--- config.mk ---
export PLATFORM = sky130hd
export DESIGN_NAME = epoch_to_local_civil_time
export DESIGN_NICKNAME = d
export VERILOG_FILES = /design/src/rtl/e2lct_pkg.sv /design/src/rtl/epoch_to_local_civil_time.sv /design/src/rtl/e2lct_now.sv /design/src/rtl/e2lct_split.sv /design/src/rtl/e2lct_civil.sv /design/src/rtl/e2lct_local.sv
export SDC_FILE = /design/constraint.sdc
export NUM_CORES = 2
export LEC_CHECK = 0
export BUFFER_PORTS_ARGS = -buffer_cell sky130_fd_sc_hd__buf_2
export CAP_MARGIN = 10
export CORE_ASPECT_RATIO = 0.7
export CORE_UTILIZATION = 60
export DETAILED_ROUTE_END_ITERATION = 10
export PLACE_DENSITY_LB_ADDON = 0.05
export SLEW_MARGIN = 20
export SYNTH_ARGS = -nofsm -noshare
export SYNTH_HDL_FRONTEND = slang
export SYNTH_SLANG_ARGS = --single-unit
export TNS_END_PERCENT = 5
--- constraint.sdc ---
create_clock -name clock -period 14.25 [get_ports clock]
set_clock_uncertainty 0.2 [all_clocks]
set_input_delay 0 -clock clock [delete_from_list [all_inputs] [get_ports clock]]
set_output_delay 0 -clock clock [all_outputs]
set_load 0.02 [all_outputs]
--- src/rtl/e2lct_pkg.sv ---
// Shared types, constants and lookup functions for the epoch to local civil time block.
// No dependencies.
package e2lct_pkg;

   localparam int NOW_STAGES   = 2;
   localparam int SPLIT_STAGES = 6;
   localparam int CIVIL_STAGES = 6;
   localparam int LOCAL_STAGES = 4;

   localparam int CSR_WIDTH       = 5;
   localparam int CSR_INDEX_WIDTH = 2;

   typedef enum logic [CSR_INDEX_WIDTH-1:0] {
      CSR_UTC_OFFSET  = 2'd0,
      CSR_DST_ENABLE  = 2'd1,
      CSR_TWELVE_HOUR = 2'd2
   } csr_index_type;

   localparam logic [4:0] OFFSET_RESET = 5'b11010;

   localparam logic [29:0] MS_RECIP        = 30'd549755814;
   localparam logic [25:0] DAY_RECIP       = 26'd50903317;
   localparam logic [13:0] HOUR_RECIP      = 14'd9321;
   localparam logic [10:0] MIN_RECIP       = 11'd1093;
   localparam logic [16:0] Q1460_RECIP     = 17'd91930;
   localparam logic [18:0] YOE_RECIP       = 19'd367720;
   localparam logic [11:0] MP_RECIP        = 12'd3427;
   localparam logic [12:0] MOD7_RECIP      = 13'd4682;
   localparam logic [10:0] Q100_RECIP      = 11'd1311;

   localparam logic [16:0] SECONDS_PER_DAY  = 17'd86400;
   localparam logic [11:0] SECONDS_PER_HOUR = 12'd3600;
   localparam logic [5:0]  SECONDS_PER_MIN  = 6'd60;
   localparam logic [19:0] DAY_SHIFT        = 20'd719468;
   localparam logic [17:0] CENTURY_DAYS     = 18'd36524;
   localparam logic [17:0] ERA_LAST_DAY     = 18'd146096;
   localparam int          ERA_MAX          = 5;

   localparam logic [3:0] MONTH_JAN = 4'd1;
   localparam logic [3:0] MONTH_FEB = 4'd2;
   localparam logic [3:0] MONTH_MAR = 4'd3;
   localparam logic [3:0] MONTH_APR = 4'd4;
   localparam logic [3:0] MONTH_OCT = 4'd10;
   localparam logic [3:0] MONTH_NOV = 4'd11;
   localparam logic [3:0] MONTH_DEC = 4'd12;

   typedef struct packed {
      logic signed [4:0] utc_offset_hours;
      logic              dst_enable;
      logic              twelve_hour_mode;
   } cfg_type;

   typedef struct packed {
      logic [4:0] hour;
      logic [5:0] minute;
      logic [5:0] second;
   } clock_type;

   typedef struct packed {
      logic [15:0] days;
      clock_type   tod;
   } split_type;

   typedef struct packed {
      logic [11:0] year;
      logic [3:0]  month;
      logic [4:0]  day;
      clock_type   tod;
   } civil_type;

   typedef struct packed {
      logic [11:0] year;
      logic [3:0]  month;
      logic [4:0]  day;
      logic [4:0]  hour;
      logic [5:0]  minute;
      logic [5:0]  second;
      logic        pm;
      logic        dst_active;
   } result_type;

   function automatic logic [19:0] era_base(input logic [2:0] era);
      case (era)
         3'd0:    return 20'd0;
         3'd1:    return 20'd146097;
         3'd2:    return 20'd292194;
         3'd3:    return 20'd438291;
         3'd4:    return 20'd584388;
         3'd5:    return 20'd730485;
         default: return 20'd0;
      endcase
   endfunction

   function automatic logic [11:0] era_years(input logic [2:0] era);
      case (era)
         3'd0:    return 12'd0;
         3'd1:    return 12'd400;
         3'd2:    return 12'd800;
         3'd3:    return 12'd1200;
         3'd4:    return 12'd1600;
         3'd5:    return 12'd2000;
         default: return 12'd0;
      endcase
   endfunction

   // first day of year (March based) for each month index
   function automatic logic [8:0] mp_start(input logic [3:0] mp);
      case (mp)
         4'd0:    return 9'd0;
         4'd1:    return 9'd31;
         4'd2:    return 9'd61;
         4'd3:    return 9'd92;
         4'd4:    return 9'd122;
         4'd5:    return 9'd153;
         4'd6:    return 9'd184;
         4'd7:    return 9'd214;
         4'd8:    return 9'd245;
         4'd9:    return 9'd275;
         4'd10:   return 9'd306;
         4'd11:   return 9'd337;
         default: return 9'd0;
      endcase
   endfunction

   function automatic logic [4:0] days_in(input logic [3:0] month, input logic leap);
      case (month)
         4'd1:    return 5'd31;
         4'd2:    return leap ? 5'd29 : 5'd28;
         4'd3:    return 5'd31;
         4'd4:    return 5'd30;
         4'd5:    return 5'd31;
         4'd6:    return 5'd30;
         4'd7:    return 5'd31;
         4'd8:    return 5'd31;
         4'd9:    return 5'd30;
         4'd10:   return 5'd31;
         4'd11:   return 5'd30;
         4'd12:   return 5'd31;
         default: return 5'd31;
      endcase
   endfunction

endpackage

--- src/rtl/epoch_to_local_civil_time.sv ---
// Unix epoch plus elapsed milliseconds to local civil date and time, 18-stage pipeline.
// One item per cycle sustained while rsp_stall is low, set by the per-stage valid and
// stall chain (each stage loads when the next can move).
// Synchronous reset empties every stage and loads the register defaults:
// offset -6 hours, daylight saving on, twelve-hour form on.
module epoch_to_local_civil_time
   import e2lct_pkg::*;
(
   input  logic                       clock,
   input  logic                       reset,
   input  logic                       req_valid,
   output logic                       req_stall,
   input  logic [31:0]                req_sync_epoch,
   input  logic [31:0]                req_elapsed_ms,
   output logic                       rsp_valid,
   input  logic                       rsp_stall,
   output logic [11:0]                rsp_year,
   output logic [3:0]                 rsp_month,
   output logic [4:0]                 rsp_day,
   output logic [4:0]                 rsp_hour,
   output logic [5:0]                 rsp_minute,
   output logic [5:0]                 rsp_second,
   output logic                       rsp_pm,
   output logic                       rsp_dst_active,
   input  logic                       csr_write_enable,
   input  logic [CSR_INDEX_WIDTH-1:0] csr_index,
   input  logic [CSR_WIDTH-1:0]       csr_write_data
);

   cfg_type    cfg_ff, cfg_in;
   logic       now_valid, now_stall;
   logic [31:0] now;
   logic       split_valid, split_stall;
   split_type  split;
   logic       civil_valid, civil_stall;
   civil_type  civil;
   result_type result;

   always_comb begin
      cfg_in = cfg_ff;
      if (csr_write_enable) begin
         case (csr_index)
            CSR_UTC_OFFSET:  cfg_in.utc_offset_hours = csr_write_data;
            CSR_DST_ENABLE:  cfg_in.dst_enable       = csr_write_data[0];
            CSR_TWELVE_HOUR: cfg_in.twelve_hour_mode = csr_write_data[0];
            default:         cfg_in = cfg_ff;
         endcase
      end
   end

   always_ff @(posedge clock) begin
      if (reset) begin
         cfg_ff.utc_offset_hours <= OFFSET_RESET;
         cfg_ff.dst_enable       <= 1'b1;
         cfg_ff.twelve_hour_mode <= 1'b1;
      end else begin
         cfg_ff <= cfg_in;
      end
   end

   e2lct_now u_now (
      .clock      (clock),
      .reset      (reset),
      .in_valid   (req_valid),
      .in_stall   (req_stall),
      .sync_epoch (req_sync_epoch),
      .elapsed_ms (req_elapsed_ms),
      .out_valid  (now_valid),
      .out_stall  (now_stall),
      .now        (now)
   );

   e2lct_split u_split (
      .clock     (clock),
      .reset     (reset),
      .in_valid  (now_valid),
      .in_stall  (now_stall),
      .now       (now),
      .out_valid (split_valid),
      .out_stall (split_stall),
      .split     (split)
   );

   e2lct_civil u_civil (
      .clock     (clock),
      .reset     (reset),
      .in_valid  (split_valid),
      .in_stall  (split_stall),
      .split     (split),
      .out_valid (civil_valid),
      .out_stall (civil_stall),
      .civil     (civil)
   );

   e2lct_local u_local (
      .clock     (clock),
      .reset     (reset),
      .cfg       (cfg_ff),
      .in_valid  (civil_valid),
      .in_stall  (civil_stall),
      .civil     (civil),
      .out_valid (rsp_valid),
      .out_stall (rsp_stall),
      .result    (result)
   );

   assign rsp_year       = result.year;
   assign rsp_month      = result.month;
   assign rsp_day        = result.day;
   assign rsp_hour       = result.hour;
   assign rsp_minute     = result.minute;
   assign rsp_second     = result.second;
   assign rsp_pm         = result.pm;
   assign rsp_dst_active = result.dst_active;

endmodule

--- src/rtl/e2lct_now.sv ---
// Current epoch stages: whole seconds of the elapsed count added to the sync epoch.
// Depends on e2lct_pkg.
module e2lct_now
   import e2lct_pkg::*;
(
   input  logic        clock,
   input  logic        reset,
   input  logic        in_valid,
   output logic        in_stall,
   input  logic [31:0] sync_epoch,
   input  logic [31:0] elapsed_ms,
   output logic        out_valid,
   input  logic        out_stall,
   output logic [31:0] now
);

   logic [NOW_STAGES-1:0] valid_ff, valid_in, hold;
   logic [58:0] ms_prod;
   logic [22:0] ms_sec_ff;
   logic [31:0] epoch_ff;
   logic [31:0] now_ff;

   always_comb begin
      hold[NOW_STAGES-1] = valid_ff[NOW_STAGES-1] & out_stall;
      for (int i = NOW_STAGES - 2; i >= 0; i--) begin
         hold[i] = valid_ff[i] & hold[i+1];
      end
      valid_in = (hold & valid_ff) | (~hold & {valid_ff[NOW_STAGES-2:0], in_valid});
   end

   always_ff @(posedge clock) begin
      if (reset) begin
         valid_ff <= '0;
      end else begin
         valid_ff <= valid_in;
      end
   end

   // divide milliseconds by 1000 as (ms / 8) / 125 through a reciprocal
   assign ms_prod = 59'(elapsed_ms[31:3]) * 59'(MS_RECIP);

   always_ff @(posedge clock) begin
      if (!hold[0]) begin
         epoch_ff  <= sync_epoch;
         ms_sec_ff <= ms_prod[58:36];
      end
      if (!hold[1]) begin
         now_ff <= epoch_ff + {9'b0, ms_sec_ff};
      end
   end

   assign in_stall  = hold[0];
   assign out_valid = valid_ff[NOW_STAGES-1];
   assign now       = now_ff;

endmodule

--- src/rtl/e2lct_split.sv ---
// Day count and time of day stages: splits the epoch into days, hour, minute, second.
// Depends on e2lct_pkg.
module e2lct_split
   import e2lct_pkg::*;
(
   input  logic        clock,
   input  logic        reset,
   input  logic        in_valid,
   output logic        in_stall,
   input  logic [31:0] now,
   output logic        out_valid,
   input  logic        out_stall,
   output split_type   split
);

   logic [SPLIT_STAGES-1:0] valid_ff, valid_in, hold;

   logic [50:0] day_prod;
   logic [32:0] day_secs;
   logic [26:0] hour_prod;
   logic [16:0] hour_secs;
   logic [20:0] min_prod;
   logic [11:0] min_secs;

   logic [15:0] days0_ff, days1_ff, days2_ff, days3_ff, days4_ff;
   logic [16:0] low0_ff;
   logic [16:0] sod1_ff;
   logic [11:0] sod2_ff;
   logic [4:0]  hour2_ff, hour3_ff, hour4_ff;
   logic [11:0] rem3_ff;
   logic [5:0]  rem4_ff;
   logic [5:0]  min4_ff;
   split_type   split_in, split_ff;

   always_comb begin
      hold[SPLIT_STAGES-1] = valid_ff[SPLIT_STAGES-1] & out_stall;
      for (int i = SPLIT_STAGES - 2; i >= 0; i--) begin
         hold[i] = valid_ff[i] & hold[i+1];
      end
      valid_in = (hold & valid_ff) | (~hold & {valid_ff[SPLIT_STAGES-2:0], in_valid});
   end

   always_ff @(posedge clock) begin
      if (reset) begin
         valid_ff <= '0;
      end else begin
         valid_ff <= valid_in;
      end
   end

   assign day_prod  = 51'(now[31:7]) * 51'(DAY_RECIP);
   assign day_secs  = 33'(days0_ff) * 33'(SECONDS_PER_DAY);
   assign hour_prod = 27'(sod1_ff[16:4]) * 27'(HOUR_RECIP);
   assign hour_secs = 17'(hour2_ff) * 17'(SECONDS_PER_HOUR);
   assign min_prod  = 21'(rem3_ff[11:2]) * 21'(MIN_RECIP);
   assign min_secs  = 12'(min4_ff) * 12'(SECONDS_PER_MIN);

   always_comb begin
      split_in.days       = days4_ff;
      split_in.tod.hour   = hour4_ff;
      split_in.tod.minute = min4_ff;
      split_in.tod.second = rem4_ff - min_secs[5:0];
   end

   always_ff @(posedge clock) begin
      if (!hold[0]) begin
         days0_ff <= day_prod[50:35];
         low0_ff  <= now[16:0];
      end
      if (!hold[1]) begin
         days1_ff <= days0_ff;
         sod1_ff  <= low0_ff - day_secs[16:0];
      end
      if (!hold[2]) begin
         days2_ff <= days1_ff;
         sod2_ff  <= sod1_ff[11:0];
         hour2_ff <= hour_prod[25:21];
      end
      if (!hold[3]) begin
         days3_ff <= days2_ff;
         hour3_ff <= hour2_ff;
         rem3_ff  <= sod2_ff - hour_secs[11:0];
      end
      if (!hold[4]) begin
         days4_ff <= days3_ff;
         hour4_ff <= hour3_ff;
         min4_ff  <= min_prod[19:14];
         rem4_ff  <= rem3_ff[5:0];
      end
      if (!hold[5]) begin
         split_ff <= split_in;
      end
   end

   assign in_stall  = hold[0];
   assign out_valid = valid_ff[SPLIT_STAGES-1];
   assign split     = split_ff;

endmodule

--- src/rtl/e2lct_civil.sv ---
// Civil date stages: Gregorian year, month and day from the day count.
// Depends on e2lct_pkg.
module e2lct_civil
   import e2lct_pkg::*;
(
   input  logic      clock,
   input  logic      reset,
   input  logic      in_valid,
   output logic      in_stall,
   input  split_type split,
   output logic      out_valid,
   input  logic      out_stall,
   output civil_type civil
);

   logic [CIVIL_STAGES-1:0] valid_ff, valid_in, hold;

   logic [19:0] z_c;
   logic [2:0]  era_c;
   logic [19:0] doe_c;
   logic [32:0] a_prod;
   logic [2:0]  b_c;
   logic [17:0] t_c;
   logic [36:0] yoe_prod;
   logic [1:0]  cent_c;
   logic [17:0] yoe_days;
   logic [17:0] doy_c;
   logic [10:0] num_c;
   logic [22:0] mp_prod;
   logic [8:0]  day_c;

   logic [2:0]  era0_ff, era1_ff, era2_ff, era3_ff, era4_ff;
   logic [17:0] doe0_ff, doe1_ff, doe2_ff;
   logic [17:0] t1_ff;
   logic [8:0]  yoe2_ff, yoe3_ff, yoe4_ff;
   logic [8:0]  doy3_ff, doy4_ff;
   logic [3:0]  mp4_ff;
   clock_type   tod0_ff, tod1_ff, tod2_ff, tod3_ff, tod4_ff;
   civil_type   civil_in, civil_ff;

   always_comb begin
      hold[CIVIL_STAGES-1] = valid_ff[CIVIL_STAGES-1] & out_stall;
      for (int i = CIVIL_STAGES - 2; i >= 0; i--) begin
         hold[i] = valid_ff[i] & hold[i+1];
      end
      valid_in = (hold & valid_ff) | (~hold & {valid_ff[CIVIL_STAGES-2:0], in_valid});
   end

   always_ff @(posedge clock) begin
      if (reset) begin
         valid_ff <= '0;
      end else begin
         valid_ff <= valid_in;
      end
   end

   always_comb begin
      z_c   = 20'(split.days) + DAY_SHIFT;
      era_c = '0;
      for (int k = 1; k <= ERA_MAX; k++) begin
         if (z_c >= era_base(3'(k))) begin
            era_c = 3'(k);
         end
      end
      doe_c = z_c - era_base(era_c);
   end

   assign a_prod = 33'(doe0_ff[17:2]) * 33'(Q1460_RECIP);

   always_comb begin
      b_c = 3'(doe0_ff >= CENTURY_DAYS) + 3'(doe0_ff >= 18'(2 * CENTURY_DAYS))
          + 3'(doe0_ff >= 18'(3 * CENTURY_DAYS)) + 3'(doe0_ff >= ERA_LAST_DAY);
      t_c = doe0_ff - 18'(a_prod[32:25]) + 18'(b_c) - 18'(doe0_ff == ERA_LAST_DAY);
   end

   assign yoe_prod = 37'(t1_ff) * 37'(YOE_RECIP);

   always_comb begin
      cent_c   = 2'(yoe2_ff >= 9'd100) + 2'(yoe2_ff >= 9'd200) + 2'(yoe2_ff >= 9'd300);
      yoe_days = 18'(yoe2_ff) * 18'(365) + 18'(yoe2_ff[8:2]) - 18'(cent_c);
      doy_c    = doe2_ff - yoe_days;
   end

   assign num_c   = ({2'b0, doy3_ff} << 2) + {2'b0, doy3_ff} + 11'd2;
   assign mp_prod = 23'(num_c) * 23'(MP_RECIP);

   always_comb begin
      day_c          = doy4_ff - mp_start(mp4_ff) + 9'd1;
      civil_in.day   = day_c[4:0];
      civil_in.month = (mp4_ff < 4'd10) ? mp4_ff + 4'd3 : mp4_ff - 4'd9;
      civil_in.year  = 12'(yoe4_ff) + era_years(era4_ff)
                     + 12'(civil_in.month <= MONTH_FEB);
      civil_in.tod   = tod4_ff;
   end

   always_ff @(posedge clock) begin
      if (!hold[0]) begin
         era0_ff <= era_c;
         doe0_ff <= doe_c[17:0];
         tod0_ff <= split.tod;
      end
      if (!hold[1]) begin
         era1_ff <= era0_ff;
         doe1_ff <= doe0_ff;
         t1_ff   <= t_c;
         tod1_ff <= tod0_ff;
      end
      if (!hold[2]) begin
         era2_ff <= era1_ff;
         doe2_ff <= doe1_ff;
         yoe2_ff <= yoe_prod[35:27];
         tod2_ff <= tod1_ff;
      end
      if (!hold[3]) begin
         era3_ff <= era2_ff;
         yoe3_ff <= yoe2_ff;
         doy3_ff <= doy_c[8:0];
         tod3_ff <= tod2_ff;
      end
      if (!hold[4]) begin
         era4_ff <= era3_ff;
         yoe4_ff <= yoe3_ff;
         doy4_ff <= doy3_ff;
         mp4_ff  <= mp_prod[22:19];
         tod4_ff <= tod3_ff;
      end
      if (!hold[5]) begin
         civil_ff <= civil_in;
      end
   end

   assign in_stall  = hold[0];
   assign out_valid = valid_ff[CIVIL_STAGES-1];
   assign civil     = civil_ff;

endmodule

--- src/rtl/e2lct_local.sv ---
// Local time stages: daylight saving decision, hour offset with day carry, 12-hour form.
// Depends on e2lct_pkg; the last stage is the result register.
module e2lct_local
   import e2lct_pkg::*;
(
   input  logic       clock,
   input  logic       reset,
   input  cfg_type    cfg,
   input  logic       in_valid,
   output logic       in_stall,
   input  civil_type  civil,
   output logic       out_valid,
   input  logic       out_stall,
   output result_type result
);

   logic [LOCAL_STAGES-1:0] valid_ff, valid_in, hold;

   logic [13:0] y5_c;
   logic [11:0] x_c;
   logic [24:0] q7_prod;
   logic [20:0] q100_prod;
   logic [11:0] wk_full;
   logic [2:0]  wk_c;
   logic [11:0] r100_c;
   logic        leap_c;
   logic        dst_c;
   logic [6:0]  off_c;
   logic [6:0]  h_c;
   civil_type   adj_c;
   result_type  result_in;

   logic [11:0] x0_ff;
   logic [9:0]  q7_0_ff;
   logic [5:0]  q100_0_ff;
   civil_type   civ0_ff, civ1_ff, civ2_ff;
   logic        leap1_ff;
   logic        dst1_ff, dst2_ff;
   result_type  result_ff;

   always_comb begin
      hold[LOCAL_STAGES-1] = valid_ff[LOCAL_STAGES-1] & out_stall;
      for (int i = LOCAL_STAGES - 2; i >= 0; i--) begin
         hold[i] = valid_ff[i] & hold[i+1];
      end
      valid_in = (hold & valid_ff) | (~hold & {valid_ff[LOCAL_STAGES-2:0], in_valid});
   end

   always_ff @(posedge clock) begin
      if (reset) begin
         valid_ff <= '0;
      end else begin
         valid_ff <= valid_in;
      end
   end

   always_comb begin
      y5_c      = ({2'b0, civil.year} << 2) + {2'b0, civil.year};
      x_c       = 12'(y5_c >> 2) + 12'd1;
      q7_prod   = 25'(x_c) * 25'(MOD7_RECIP);
      q100_prod = 21'(civil.year[11:2]) * 21'(Q100_RECIP);
   end

   always_comb begin
      wk_full = x0_ff - 12'(q7_0_ff) * 12'd7;
      wk_c    = wk_full[2:0];
      r100_c  = civ0_ff.year - 12'(q100_0_ff) * 12'd100;
      leap_c  = ((civ0_ff.year[1:0] == 2'b00) && (r100_c != 12'd0))
             || ((r100_c == 12'd0) && (q100_0_ff[1:0] == 2'b00));
      if (civ0_ff.month inside {[MONTH_APR:MONTH_OCT]}) begin
         dst_c = 1'b1;
      end else if (civ0_ff.month == MONTH_MAR) begin
         dst_c = civ0_ff.day >= (5'd14 - {2'b0, wk_c});
      end else if (civ0_ff.month == MONTH_NOV) begin
         dst_c = civ0_ff.day < (5'd7 - {2'b0, wk_c});
      end else begin
         dst_c = 1'b0;
      end
      dst_c = dst_c & cfg.dst_enable;
   end

   always_comb begin
      off_c = {{2{cfg.utc_offset_hours[4]}}, cfg.utc_offset_hours};
      h_c   = {2'b00, civ1_ff.tod.hour} + off_c + {6'b0, dst1_ff};
      adj_c = civ1_ff;
      if (h_c[6]) begin
         // borrow a day
         adj_c.tod.hour = 5'(h_c + 7'd24);
         if (civ1_ff.day == 5'd1) begin
            if (civ1_ff.month == MONTH_JAN) begin
               adj_c.month = MONTH_DEC;
               adj_c.year  = civ1_ff.year - 12'd1;
            end else begin
               adj_c.month = civ1_ff.month - 4'd1;
            end
            adj_c.day = days_in(adj_c.month, leap1_ff);
         end else begin
            adj_c.day = civ1_ff.day - 5'd1;
         end
      end else if (h_c >= 7'd24) begin
         // carry a day
         adj_c.tod.hour = 5'(h_c - 7'd24);
         if (civ1_ff.day >= days_in(civ1_ff.month, leap1_ff)) begin
            adj_c.day = 5'd1;
            if (civ1_ff.month == MONTH_DEC) begin
               adj_c.month = MONTH_JAN;
               adj_c.year  = civ1_ff.year + 12'd1;
            end else begin
               adj_c.month = civ1_ff.month + 4'd1;
            end
         end else begin
            adj_c.day = civ1_ff.day + 5'd1;
         end
      end else begin
         adj_c.tod.hour = h_c[4:0];
      end
   end

   always_comb begin
      result_in.year       = civ2_ff.year;
      result_in.month      = civ2_ff.month;
      result_in.day        = civ2_ff.day;
      result_in.hour       = civ2_ff.tod.hour;
      result_in.minute     = civ2_ff.tod.minute;
      result_in.second     = civ2_ff.tod.second;
      result_in.pm         = 1'b0;
      result_in.dst_active = dst2_ff;
      if (cfg.twelve_hour_mode) begin
         if (civ2_ff.tod.hour == 5'd0) begin
            result_in.hour = 5'd12;
         end else if (civ2_ff.tod.hour == 5'd12) begin
            result_in.pm = 1'b1;
         end else if (civ2_ff.tod.hour > 5'd12) begin
            result_in.hour = civ2_ff.tod.hour - 5'd12;
            result_in.pm   = 1'b1;
         end
      end
   end

   always_ff @(posedge clock) begin
      if (!hold[0]) begin
         x0_ff     <= x_c;
         q7_0_ff   <= q7_prod[24:15];
         q100_0_ff <= q100_prod[20:15];
         civ0_ff   <= civil;
      end
      if (!hold[1]) begin
         civ1_ff  <= civ0_ff;
         leap1_ff <= leap_c;
         dst1_ff  <= dst_c;
      end
      if (!hold[2]) begin
         civ2_ff <= adj_c;
         dst2_ff <= dst1_ff;
      end
      if (!hold[3]) begin
         result_ff <= result_in;
      end
   end

   assign in_stall  = hold[0];
   assign out_valid = valid_ff[LOCAL_STAGES-1];
   assign result    = result_ff;

endmodule

# ---- Word level (Yosys, flattened, before mapping)
# Memories as Yosys holds them, arrays and structs flattened. A register that Yosys moved wholly into a read port is not among the register bits.
# Cells that the tools add are included.
dict set report word_totals {
  mem_bits_ro 144
  latchBits 0
  input_bits 76
  mem_count 1
  ff_bits 723
  ramBits 0
  elab_cells 292
  output_inout_bits 42
}
# name words width rd rd_ports_with_merged_regs write_ports line_no
set mem_list {}
lappend mem_list {{(no name shown)} 16 9 1 1 0 e2lct_pkg.sv:108} ;# case (mp)
dict set report op_classes {
  mux 36
  n_mul 15
  n_eq_ne 29
  n_reduce_logical 16
  n_shift 0
  bitwise 36
  addsub 42
  div_mod_pow 0
  order_cmp 21
}
# operator n
set op_table {}
lappend op_table {{18-bit one-hot mux with 5 select lines} 1}
lappend op_table {{29-bit by 29-bit multiplier with 58-bit output (second input constant)} 1}
lappend op_table {{11-bit one-hot mux with 5 select lines} 1}
lappend op_table {{25-bit by 26-bit multiplier with 51-bit output (second input constant)} 1}
lappend op_table {{5-bit two-way mux} 9}
lappend op_table {{20-bit by 19-bit greater-or-equal comparator with 1-bit output (second input constant)} 2}
lappend op_table {{20-bit greater-or-equal comparator (second input constant)} 2}
lappend op_table {{18-bit by 17-bit greater-or-equal comparator with 1-bit output (second input constant)} 2}
lappend op_table {{18-bit by 16-bit multiplier with 33-bit output (second input constant)} 1}
lappend op_table {{32-bit by 23-bit adder with 32-bit output} 1}
lappend op_table {{16-bit by 16-bit multiplier with 32-bit output (second input constant)} 1}
lappend op_table {{16-bit two-way mux} 2}
lappend op_table {{13-bit by 14-bit multiplier with 26-bit output (second input constant)} 1}
lappend op_table {{26-bit two-way mux} 1}
lappend op_table {{12-bit by 1-bit adder with 12-bit output (second input constant)} 2}
lappend op_table {{6-bit AND} 4}
lappend op_table {{4-bit equality test (second input constant)} 6}
lappend op_table {{12-bit by 12-bit multiplier with 24-bit output (second input constant)} 1}
lappend op_table {{12-bit two-way mux} 2}
lappend op_table {{4-bit two-way mux} 6}
lappend op_table {{12-bit subtractor} 2}
lappend op_table {{11-bit by 12-bit multiplier with 23-bit output (second input constant)} 1}
lappend op_table {{10-bit by 11-bit multiplier with 21-bit output (second input constant)} 1}
lappend op_table {{21-bit two-way mux} 1}
lappend op_table {{89 further kinds} 143}

# ---- Depth between registers and ports, before layout
dict set report depth {
  word_depth 21
  mapped_depth 36
}

# ---- By module
# From an unflattened synthesis, not the netlist that was laid out.
dict set report hier_totals {
  hier_cells 6362
  hier_area_um2 73173.9
}
# mod cells_per_inst instances seq_area_each_um2 area_per_inst_um2
set modules_own_cells {}
lappend modules_own_cells {e2lct_civil 2009 1 7036.7 23638.9}
lappend modules_own_cells {e2lct_split 1744 1 6065.8 20534.7}
lappend modules_own_cells {e2lct_now 1627 1 2652.5 17162.7}
lappend modules_own_cells {e2lct_local 951 1 5154.9 11529.8}
lappend modules_own_cells {epoch_to_local_civil_time 31 1 140.1 307.8}

# ---- Worst setup path after synthesis
# Ideal clock, no wire load.
dict set report synth_timing {
  kind {register to register}
  startpoint {register u_civil.doe0_ff[8]}
  endpoint {register u_civil.t1_ff[16], data pin}
  stages_incl_launch_ff 35
  path_slack_ps 5600
  setup_ps 258
  required_time_ps 13792
  period_less_slack_ps 8650
  arrival_ps 8193
  cell_sequence {edfxtp_1 -> ha_1 -> fa_1 -> fa_1 -> inv_1 -> fa_1 -> inv_1 -> fa_1 -> inv_1 -> fa_1 -> inv_1 -> ha_1 -> a21o_1 -> a21oi_1 -> nand3b_1 -> nand4_1 -> a2111oi_0 -> nor2_1 -> xnor2_1 -> fa_1 -> fa_1 -> inv_1 -> ha_1 -> inv_1 -> fa_1 -> nor2b_1 -> o21ai_0 -> a21boi_0 -> o21ai_0 -> a211oi_1 -> o31ai_1 -> o31ai_1 -> a21oi_1 -> o21bai_1 -> xnor2_1}
}
dict set report synth_via {
  elab_chain_len 6
}
# item line_no
set synth_lines {}
lappend synth_lines {{from (decl)} e2lct_civil.sv:33} ;# logic [17:0] doe0_ff, doe1_ff, doe2_ff;
lappend synth_lines {{from (signal assigned)} e2lct_civil.sv:99} ;# doe0_ff <= doe_c[17:0];
lappend synth_lines {{parallel branches: the longest is 5 deep, another holds 16-bit by 16-bit multiplier with 32-bit output} n/a}
lappend synth_lines {{18-bit by 1-bit subtractor with 18-bit output (*)} e2lct_civil.sv:73} ;# t_c = doe0_ff - 18'(a_prod[32:25]) + 18'(b_c) - 18'(doe0_ff == ERA_LAST_DAY);
lappend synth_lines {{net u_civil.t_c[16]} e2lct_civil.sv:23} ;# logic [17:0] t_c;
lappend synth_lines {{to (signal assigned)} e2lct_civil.sv:105} ;# t1_ff <= t_c;
lappend synth_lines {{to (decl)} e2lct_civil.sv:34} ;# logic [17:0] t1_ff;
# Mark *: on every way through the listed nets, which the timed path passes.
# A chain may end at the register's enable or synchronous reset.

# ---- Worst setup path after layout
# Same ends and word-level chain as after synthesis.

==> impl_metrics.ini <==
[yosys]
ys.flop_type = edfxtp_1
synth_area_um2 = 71200
synth_edf_count = 681
ys_seq_elements = 711
synth.avg_cell_area_um2 = 11.8
syn-instance-count = 6025
synth_nets = 8429
yosys_warnings = 0
synth_cell_types = 76
yosysSeqAreaShare = 0.296
synthArstFlopShare = 0

[setup_path]
cp-start-kind = flip-flop
arrival_ns = 10.40
crit_slowest_cell = edfxtp_1
rrSetupSlack_ns = 4.06
crit_top_cell = fa_1
cp-end-kind = flip-flop
max_stage_delay_ns = 0.85
worst-setup-path-type = reg -> reg
path_max_fanout = 14
cp.required_ns = 14.46

[detailed_routing]
first_pass_iters = 5
drt-wirelength-per-cell_um = 17.5
final_antenna_net_count = 0
wirelength_mm = 138
viasPerCell = 5.28
drtIter0Drc = 1969
route.detailed.drc = 0
vias = 41800

[floorplan]
io_pins = 118
start_util = 0.606
die_area_um2 = 120000
fp-row-count = 105
die_x_um = 414
dieHeight_um = 290
core-area_um2 = 117000

[clock_network]
cts.sinks = 711
postCtsSetupRepairBufs = 0
clkTransAtPathRegs_ns = 0.06
clockBufferDepth = 3
cts_tree = done
cts_root_buf = clkbuf_16
htreeDepth = 3
clk_latency_ns = 0.67
numCtsBuffers = 74

[flow_run]
maxCapViolCount = 0

[global_route]
antenna_found_initial = 1
grt_usage = 0.243
grt-ovfl-total = 0
grt_pass1_wl_mm = 230
first_global_vias = 43500
grt_max_degree = 57

[placed_design]
place.gp.congestion = 0.875
place_hpwl_mm = 113
place_ws_ns = 4.16
port_buffers = 114

[cells_and_area]
syn_to_final_growth_pct = 8.67
n_fill_cell = 9053
fin_nets = 8719
drive_gt1_frac = 0.0446

[timing]
tightest_slew_ns = 1.04
setup_tns_ns = 0
slew_headroom = 0.306
timing_hold_violations_final = 0
setup_slack_ns = 4.06
rsz0062_at_grt = false
finalCriticalPeriod_ns = 10.19
slew_viol_final = 0
setup_viol = 0
period_share = 0.715
max_freq_mhz = 98.1

[run_status]
status = completed

[hold_path]
worst_hold_path_type = in -> reg
metrics by stage:
stage	utilization	instances	hold slack, ns	area, µm²
4_1_cts	0.659	7925	0.00692	77400
3_5_place_dp	0.629	7696	-0.0216	73800
5_1_grt	0.659	7926	0.0247	77400
3_3_place_gp	0.629	7696	-0.0232	73800
6_report	0.659	7926	0.0252	77400
2_1_floorplan	-	6025	-0.101	71200
cells in the final DEF (no fill, tap or decap), drive strengths merged, types with 11 or more instances in the layout:
master       instances
edfxtp             681
o21a                29
buf                132
xnor2              201
a211oi              24
a21boi              11
nand2              122
a31oi               20
nor2               178
ha                1526
a21oi              177
and3                22
o21bai              26
fa                 802
nand2b              23
a21o                78
xor2                80
clkbuf              91
dfxtp               30
o21ai              107
nor2b               35
dlygate4sd3         94
nor3                54
o211ai              14
mux2i               13
inv               1523
nand3               41
nand4               35
clkinv              21
path summary, 6_finish.rpt:
| check | startpoint | to | cells past startpoint |
|---|---|---|---|
| worst max-delay path | u_civil.doe0_ff[8] | u_civil.t1_ff[16] | 34 |
| worst max register to register | u_civil.doe0_ff[8] | u_civil.t1_ff[16] | 34 |
| worst min register to register | u_split.days1_ff[2] | u_split.days2_ff[2] | 0 |
| worst min-delay path | req_elapsed_ms[31] | u_now.ms_sec_ff[22] | 3 |
synthesized netlist by cell type (8+ instances only):
cell type | number | area share
nor3_1 | 54 | 0.0038
and2_1 | 8 | 0.00070
nand2_1 | 122 | 0.0064
xor2_1 | 79 | 0.0097
nor2b_1 | 35 | 0.0031
a211o_1 | 9 | 0.0011
a211oi_1 | 23 | 0.0024
a21boi_0 | 11 | 0.0012
fa_1 | 802 | 0.23
clkbuf_1 | 11 | 0.00058
nand2b_1 | 23 | 0.0020
ha_1 | 1526 | 0.27
or3_1 | 8 | 0.00070
nand3_1 | 41 | 0.0029
and3_1 | 22 | 0.0019
o21ai_0 | 100 | 0.0070
a21oi_1 | 177 | 0.012
o211ai_1 | 14 | 0.0015
a41o_1 | 8 | 0.0011
o31ai_1 | 10 | 0.0011
o21bai_1 | 26 | 0.0027
nand4_1 | 35 | 0.0031
or2_2 | 10 | 0.00088
nor2_1 | 178 | 0.0094
dfxtp_1 | 30 | 0.0084
edfxtp_1 | 681 | 0.29
a21o_1 | 78 | 0.0082
nor4_1 | 9 | 0.00079
mux2i_1 | 13 | 0.0018
a31oi_1 | 20 | 0.0018
o21a_1 | 29 | 0.0031
xnor2_1 | 201 | 0.025
inv_1 | 1513 | 0.080
flip-flops by register name, indices dropped and copies added, names as in the netlist, 17 cells and up, named ones only:
signal / cells
u_civil.tod3_ff: 17
u_local.civ0_ff: 38
u_civil.doe0_ff: 18
u_civil.t1_ff: 18
u_local.result: 40
u_civil.civil_in: 17
u_split.split: 33
u_split.low0_ff: 17
u_split.sod1_ff: 17
u_local.civ1_ff: 26
u_local.civ2_ff: 38
u_now.ms_sec_ff: 23
u_civil.tod2_ff: 17
u_civil.tod1_ff: 17
u_civil.tod0_ff: 17
u_now.now: 32
u_now.epoch_ff: 32
u_civil.civil: 38
per-layer routing:
layer	share of wire	up-vias	global-route usage
li1	-	20500	-
met1	0.50	20600	0.376
met2	0.45	617	0.376
met3	0.033	141	0.0260
met4	0.014	0	0.0390
met5	0	-	0
critical path: cells and delay by family (launching register included):
kind / cells / cell delay, ns
compound gates: 12 / 3.00
xor+xnor: 2 / 0.26
fa+ha+maj: 11 / 4.77
buf+inv: 6 / 0.32
flops: 1 / 0.85
simple gates: 3 / 0.54
repair_timing:
item | 4_1_cts | 5_1_grt
endpoints found under the hold margin | 57 | 0
hold buffers | 94 | 0
gates resized for setup | 0 | 0
setup endpoints to repair | 0 | 0
layout make-up:
class,instances,area (µm²),area share
clock buffer,91,1950,0.0251
sequential,711,21100,0.272
multi-input combinational,3788,44500,0.575
timing repair buffer,226,1650,0.0213
inverter,1514,5680,0.0734
tap,1551,1940,0.0251
antenna,1,2.50,0.0000323
clock inverter,44,648,0.00838
cells by family (layout without fill, tap and decap cells):
kind of cell | after synthesis | in the layout | synth area share
xor gates and xnor gates | 281 | 281 | 0.0347
other | 0 | 1 | 0
AOI/OAI and AO/OA | 593 | 593 | 0.0549
adders and majority gates | 2328 | 2328 | 0.494
buffers and inverters | 1526 | 1875 | 0.0804
muxes | 17 | 17 | 0.00246
and+or+nand+nor | 569 | 569 | 0.0384
DFF | 711 | 711 | 0.296
Power is not shown: default switching activity piles up to over one toggle a cycle in this logic, so the estimate is an artifact.
